File: src/rtl/chained_hash_map_assert.svh
// assertion macros used by chm_dp
`ifndef CHAINED_HASH_MAP_ASSERT_SVH
`define CHAINED_HASH_MAP_ASSERT_SVH

// property must hold at every edge out of reset
`define CHM_ASSERT_ALWAYS(lbl, expr) \
    lbl: assert property (@(posedge aclk) disable iff (!aresetn) (expr)) \
        else $error("chm invariant violated");

// antecedent implies consequent on the following edge
`define CHM_ASSERT_NEXT(lbl, ante, cons) \
    lbl: assert property (@(posedge aclk) disable iff (!aresetn) (ante) |=> (cons)) \
        else $error("chm sequence violated");

`endif

File: src/rtl/chm_pkg.sv
`timescale 1ns / 1ps
// ----------------------------------------------------------------------------
// chm_pkg
// shared codes and controller/datapath interface types of the hash map
// ----------------------------------------------------------------------------
package chm_pkg;

    localparam int CMD_W   = 2;
    localparam int KEY_W   = 32;
    localparam int VAL_W   = 32;
    localparam int COUNT_W = 11;
    localparam int S_DATA_W = 72;
    localparam int M_DATA_W = 48;

    localparam logic [CMD_W-1:0] CMD_LOOKUP = 2'd0;
    localparam logic [CMD_W-1:0] CMD_SET    = 2'd1;
    localparam logic [CMD_W-1:0] CMD_REMOVE = 2'd2;
    localparam logic [CMD_W-1:0] CMD_NOP    = 2'd3;

    // controller to datapath strobes
    typedef struct packed {
        logic clr_step;
        logic load_in;
        logic mod_step;
        logic head_rd;
        logic head_take;
        logic walk_rd;
        logic walk_cmp;
        logic alloc_rd;
        logic act;
        logic act2;
        logic out_load;
    } chm_cmd_t;

    // datapath to controller flags
    typedef struct packed {
        logic             clr_done;
        logic             mod_done;
        logic             cur_live;
        logic             steps_done;
        logic             key_match;
        logic             found;
        logic             free_valid;
        logic             out_free;
        logic [CMD_W-1:0] cmd;
    } chm_stat_t;

endpackage

File: src/rtl/chm_ctrl.sv
`timescale 1ns / 1ps
// ----------------------------------------------------------------------------
// chm_ctrl
// sequencer for clear, bucket hash, chain walk and update of the hash map
// ----------------------------------------------------------------------------
module chm_ctrl (
    input  logic              aclk,
    input  logic              aresetn,
    input  logic              s_tvalid,
    output logic              s_tready,
    input  chm_pkg::chm_stat_t st,
    output chm_pkg::chm_cmd_t  cmd
);
    import chm_pkg::*;

    localparam logic [3:0] S_CLEAR  = 4'd0;
    localparam logic [3:0] S_IDLE   = 4'd1;
    localparam logic [3:0] S_MOD    = 4'd2;
    localparam logic [3:0] S_HEAD   = 4'd3;
    localparam logic [3:0] S_HWAIT  = 4'd4;
    localparam logic [3:0] S_WALK   = 4'd5;
    localparam logic [3:0] S_CMP    = 4'd6;
    localparam logic [3:0] S_DECIDE = 4'd7;
    localparam logic [3:0] S_ARD    = 4'd8;
    localparam logic [3:0] S_ACT    = 4'd9;
    localparam logic [3:0] S_ACT2   = 4'd10;
    localparam logic [3:0] S_DONE   = 4'd11;

    logic [3:0] state_reg, state_next;

    always_ff @(posedge aclk) begin
        if (!aresetn) begin
            state_reg <= S_CLEAR;
        end else begin
            state_reg <= state_next;
        end
    end

    assign s_tready = (state_reg == S_IDLE);

    always_comb begin
        state_next = state_reg;
        cmd        = '0;
        unique case (state_reg)
            S_CLEAR: begin
                cmd.clr_step = 1'b1;
                if (st.clr_done) state_next = S_IDLE;
            end
            S_IDLE: begin
                if (s_tvalid) begin
                    cmd.load_in = 1'b1;
                    state_next  = S_MOD;
                end
            end
            S_MOD: begin
                if (st.cmd == CMD_NOP) begin
                    state_next = S_DONE;
                end else begin
                    cmd.mod_step = 1'b1;
                    if (st.mod_done) state_next = S_HEAD;
                end
            end
            S_HEAD: begin
                cmd.head_rd = 1'b1;
                state_next  = S_HWAIT;
            end
            S_HWAIT: begin
                cmd.head_take = 1'b1;
                state_next    = S_WALK;
            end
            S_WALK: begin
                if (!st.cur_live || st.steps_done) begin
                    state_next = S_DECIDE;
                end else begin
                    cmd.walk_rd = 1'b1;
                    state_next  = S_CMP;
                end
            end
            S_CMP: begin
                cmd.walk_cmp = 1'b1;
                state_next   = st.key_match ? S_DECIDE : S_WALK;
            end
            S_DECIDE: begin
                case (st.cmd)
                    CMD_SET:    state_next = (!st.found && st.free_valid) ? S_ARD : S_ACT;
                    CMD_REMOVE: state_next = st.found ? S_ACT : S_DONE;
                    default:    state_next = S_DONE;
                endcase
            end
            S_ARD: begin
                cmd.alloc_rd = 1'b1;
                state_next   = S_ACT;
            end
            S_ACT: begin
                cmd.act    = 1'b1;
                state_next = (st.cmd == CMD_REMOVE) ? S_ACT2 : S_DONE;
            end
            S_ACT2: begin
                cmd.act2   = 1'b1;
                state_next = S_DONE;
            end
            S_DONE: begin
                if (st.out_free) begin
                    cmd.out_load = 1'b1;
                    state_next   = S_IDLE;
                end
            end
            default: state_next = S_CLEAR;
        endcase
    end

endmodule

File: config.mk
export PLATFORM = sky130hd
export DESIGN_NAME = chm_ctrl
export DESIGN_NICKNAME = d
export VERILOG_FILES = /design/src/rtl/chained_hash_map_assert.svh /design/src/rtl/chm_pkg.sv /design/src/rtl/chm_ctrl.sv
export SDC_FILE = /design/constraint.sdc
export NUM_CORES = 1
export LEC_CHECK = 0
export ABC_AREA = 1
export BUFFER_PORTS_ARGS = -buffer_cell sky130_fd_sc_hd__buf_2
export CORE_AREA = 3 3 40 42
export CTS_CLUSTER_DIAMETER = 150
export DETAILED_ROUTE_END_ITERATION = 7
export DIE_AREA = 0 0 43 45
export PLACE_DENSITY = 0.67
export SLEW_MARGIN = 20
export SYNTH_ARGS = -nofsm -noshare
export SYNTH_HDL_FRONTEND = slang
export SYNTH_SLANG_ARGS = --single-unit
File: constraint.sdc
create_clock -name aclk -period 2.3 [get_ports aclk]
set_input_delay 0.345 -clock aclk [delete_from_list [all_inputs] [get_ports aclk]]
set_output_delay 0.345 -clock aclk [all_outputs]
set_load 0.005 [all_outputs]
* Yosys cells after proc, flatten, opt, wreduce, memory -nomap -nowiden
Index checks and enable logic that the tools add are counted.
** Word-level totals
- Register bits after elaboration :: 4
- Input port bits :: 13
- Output and inout bits :: 12
- Word-level logic and storage cells :: 52
** Operators by class
- Eq/ne operators :: 18
- Multiplexer cells :: 27
- Reductions and logical operators :: 6
** Operators by type and width (number)
- one-hot mux 4 bit (12 select lines) :: 1
- two-way mux 4 bit :: 5
- two-way mux 1 bit :: 18
- equality test 4 x 3 -> 1 bit, second input constant :: 4
- equality test 4 bit, second input constant :: 4
- equality test 4 x 2 -> 1 bit, second input constant :: 2
- inequality test 2 bit, second input constant :: 3
- equality test 2 bit, second input constant :: 2
- equality test 4 x 1 -> 1 bit, second input constant :: 1
- zero test 4 bit :: 1
- two-way mux 2 bit :: 2
- one-hot mux 2 bit (2 select lines) :: 1
- AND reduction 4 bit :: 1
- inequality test 3 bit, second input constant :: 1
- equality test 2 x 1 -> 1 bit, second input constant :: 1
- zero test 1 bit :: 2
- logical AND 1 bit :: 1
- logical OR 1 bit :: 1

* Depth between registers and ports, before layout
- Word-level depth :: 5
- Gate-level depth with buffers :: 8
- Depth with buffers taken out :: 8

* Worst setup path before layout
Ideal clock, no wire load.
- Kind :: register to output
- From :: reg state_reg[2]
- To :: out cmd[5] (netlist name)
- Arrival :: 0.824 ns
- Data required time :: 1.955 ns
- Setup slack :: 1.131 ns
- Cell stages (with the launch flop) :: 5
- Path buffers :: 0
- Cells stage by stage :: dfxtp_1 > inv_1 > nor2_4 > inv_1 > nor3_1
** RTL lines
- start, declared :: RTL line chm_ctrl.sv:29 : logic [3:0] state_reg, state_next;
- start signal, assigned :: RTL line chm_ctrl.sv:35 : state_reg <= state_next;
- end, declared :: RTL line chm_ctrl.sv:12 : output chm_pkg::chm_cmd_t cmd

==> metrics.yaml <==
core_mm2: 0.00128
cts_tree: "done"
yosys_warnings: 0
r2r-end: "state_reg[0]"
area_delta_synth_final_pct: 33.1
power_density_mw_per_mm2: 831
clock_sinks: 4
finalPower_w: 0.000539
wl_per_cell_um: 9.21
clock.fmax_ghz: 0.630
setup_viol: 0
place_congestion: 0.844
peakVddDrop_mv: 0.521
ctsResizeCount: 0
dr.pass1.iters: 4
largest_reg_flops: 4
fin_skew_ns: 0.00190
ios: 25
dp_cells: 128
hold_path.class: "in -> reg"
n_fill_cell: 140
fin_tns_setup_ns: 0
post-route-period-util_pct: 69.0
max_stage_delay_ns: 0.42
die_area_mm2: 0.00194
avgSynthCellArea_um2: 5.48
crit_start: "state_reg[2]"
outcome: "complete, no violations"
syn_inst: 89
drc: 0
crit_type: "reg -> out"
worst_slack_ns: 0.712
path_cells: "inv_1 -> nor2_4 -> inv_1 -> nor3_1 -> buf_2"
min_period_ns: 1.59
arrival_ns: 1.24
drive_gt1_share_pct: 28.4
yosys.area.top_type: "nand2_1"
num_rows: 13
ys_seq_area_share_pct: 16.4
holdPathStages: 2
dp_hpwl_mm: 1.06
postCtsSetupRepairBufs: 0
antenna_cells: 0
timing.rr.start: "state_reg[1]"
die_y_um: 45
viasPerCell: 4.54
synthTopCellsByArea: "nand2_1 (17%), dfxtp_1 (16%), inv_1 (15%)"
final_cells: 131
dp_slack_ns: 0.961
crit_top_cell: "inv_1"
grt_pass1_wl_mm: 1.87
crit_path_end_kind: "output port"
clk_pin_slew_ns: 0.04
dr_total_vias: 595
p_leak_nw: 0.416
maxCapViolCount: 0
cts-root-buf: "clkbuf_4"
grt_pass1_vias: 479
ys_ff_latch: 4
netlist_area_um2: 488
grt_max_degree: 7
reg2reg_depth: 8
dieWidth_um: 43
crit_path_top_delay_cell: "dfxtp_1"
cp_data_required_time_ns: 1.96
grt_overflow: 0
timing.hold.ws_ns: 0.340
start_kind: "flip-flop"
nets: 134
slew_viol_final: 0
antenna_left: 0
ys_types: 15
critPathCapture: "cmd[5]"
syn_nets: 105
cts.htree.levels: 1
cts_max_path_buffers: 2
start_util_pct: 38.0
cts_hold_buf: 0
drt_wl_total_mm: 1.21
synth_top_area_share_pct: 16.9
insertion_delay_ns: 0.23
relSlewSlack_pct: 81.8
drt_iter0_drc: 14
hold_viol: 0
grt_antenna_before_repair: 0
worstMarginPinSlew_ns: 0.272
portBuffers: 24
rsz0062_at_grt: "false"
grt_usage_pct: 12.6
path_max_fanout: 5
cts_buffers: 3
regToRegSetupSlack_ns: 1.01
[cells in the mapped netlist]
library cell / n
nor2_1: 14
nor3_1: 3
nand3_1: 8
o21a_1: 1
nor2_2: 2
a21oi_1: 3
inv_1: 19
inv_2: 1
nand3b_1: 1
ha_1: 3
nor2_4: 3
o21ai_0: 4
nand2_1: 22
dfxtp_1: 4
a41oi_1: 1
[per-layer routing]
| layer | GRT usage, % | wire length [µm] | vias up |
|---|---|---|---|
| met5 | 0 | 0 | - |
| met4 | 3.61 | 0 | 0 |
| met3 | 2.79 | 79 | 0 |
| met2 | 20.1 | 564 | 14 |
| met1 | 17.1 | 561 | 250 |
| li1 | - | - | 331 |
[how the worst min path moves through the flow]
stage                     slack, ns      endpoint         start
after floorplan                0.46  state_reg[2]       aresetn
after global placement         0.52  state_reg[1]  state_reg[1]
after detailed placement       0.53  state_reg[1]  state_reg[1]
after CTS                      0.33  state_reg[2]       aresetn
after global routing           0.35  state_reg[2]       aresetn
final                          0.34  state_reg[2]       aresetn
[critical path: cells and delay by family, from the launching register on]
family | cells | cell delay (ns)
AND/OR/NAND/NOR | 2 | 0.26
flip-flops | 1 | 0.42
buffers and inverters | 3 | 0.34
[layout make-up]
type	count	area (µm²)	share of cell area, %
clock buffers	3	22.5	3.47
inverters	20	75.1	11.6
multi-input cells	65	333	51.3
flip-flops and latches	4	80.1	12.3
well taps	15	18.8	2.89
repair buffers	24	120	18.5
[report_power, final]
group	switching, W	leakage, nW	internal (W)	total, W
logic	0.000203	0.370	0.000128	0.000330
registers	0.0000334	0.0327	0.0000913	0.000125
clock network	0.0000263	0.0138	0.0000582	0.0000845
total	0.000262	0.416	0.000277	0.000539
[cells in the final DEF (no fill, tap or decap), drive strengths merged]
cell type  Yosys  final
nor3           3      3
o21ai          4      4
a41oi          1      1
nand3          8      8
nand3b         1      1
inv           20     20
nand2         22     22
ha             3      3
nor2          19     19
o21a           1      1
buf            0     24
a21oi          3      3
dfxtp          4      4
clkbuf         0      3
[logic make-up (layout without fill, tap and decap cells)]
family | after synthesis | count (layout) | share of synthesized area [%]
adders and majority gates | 3 | 3 | 7.69
AOI/OAI and AO/OA | 9 | 9 | 10.5
buffers and inverters | 20 | 47 | 15.4
and+or+nand+nor | 53 | 53 | 50.0
DFF | 4 | 4 | 16.4
[through the flow]
step	util (%)	cell area (µm²)
after floorplan	-	488
after global placement	48.8	627
after detailed placement	48.8	627
after CTS	50.5	649
after global routing	50.5	649
final	50.5	649
(Power assumes the default switching activity.)
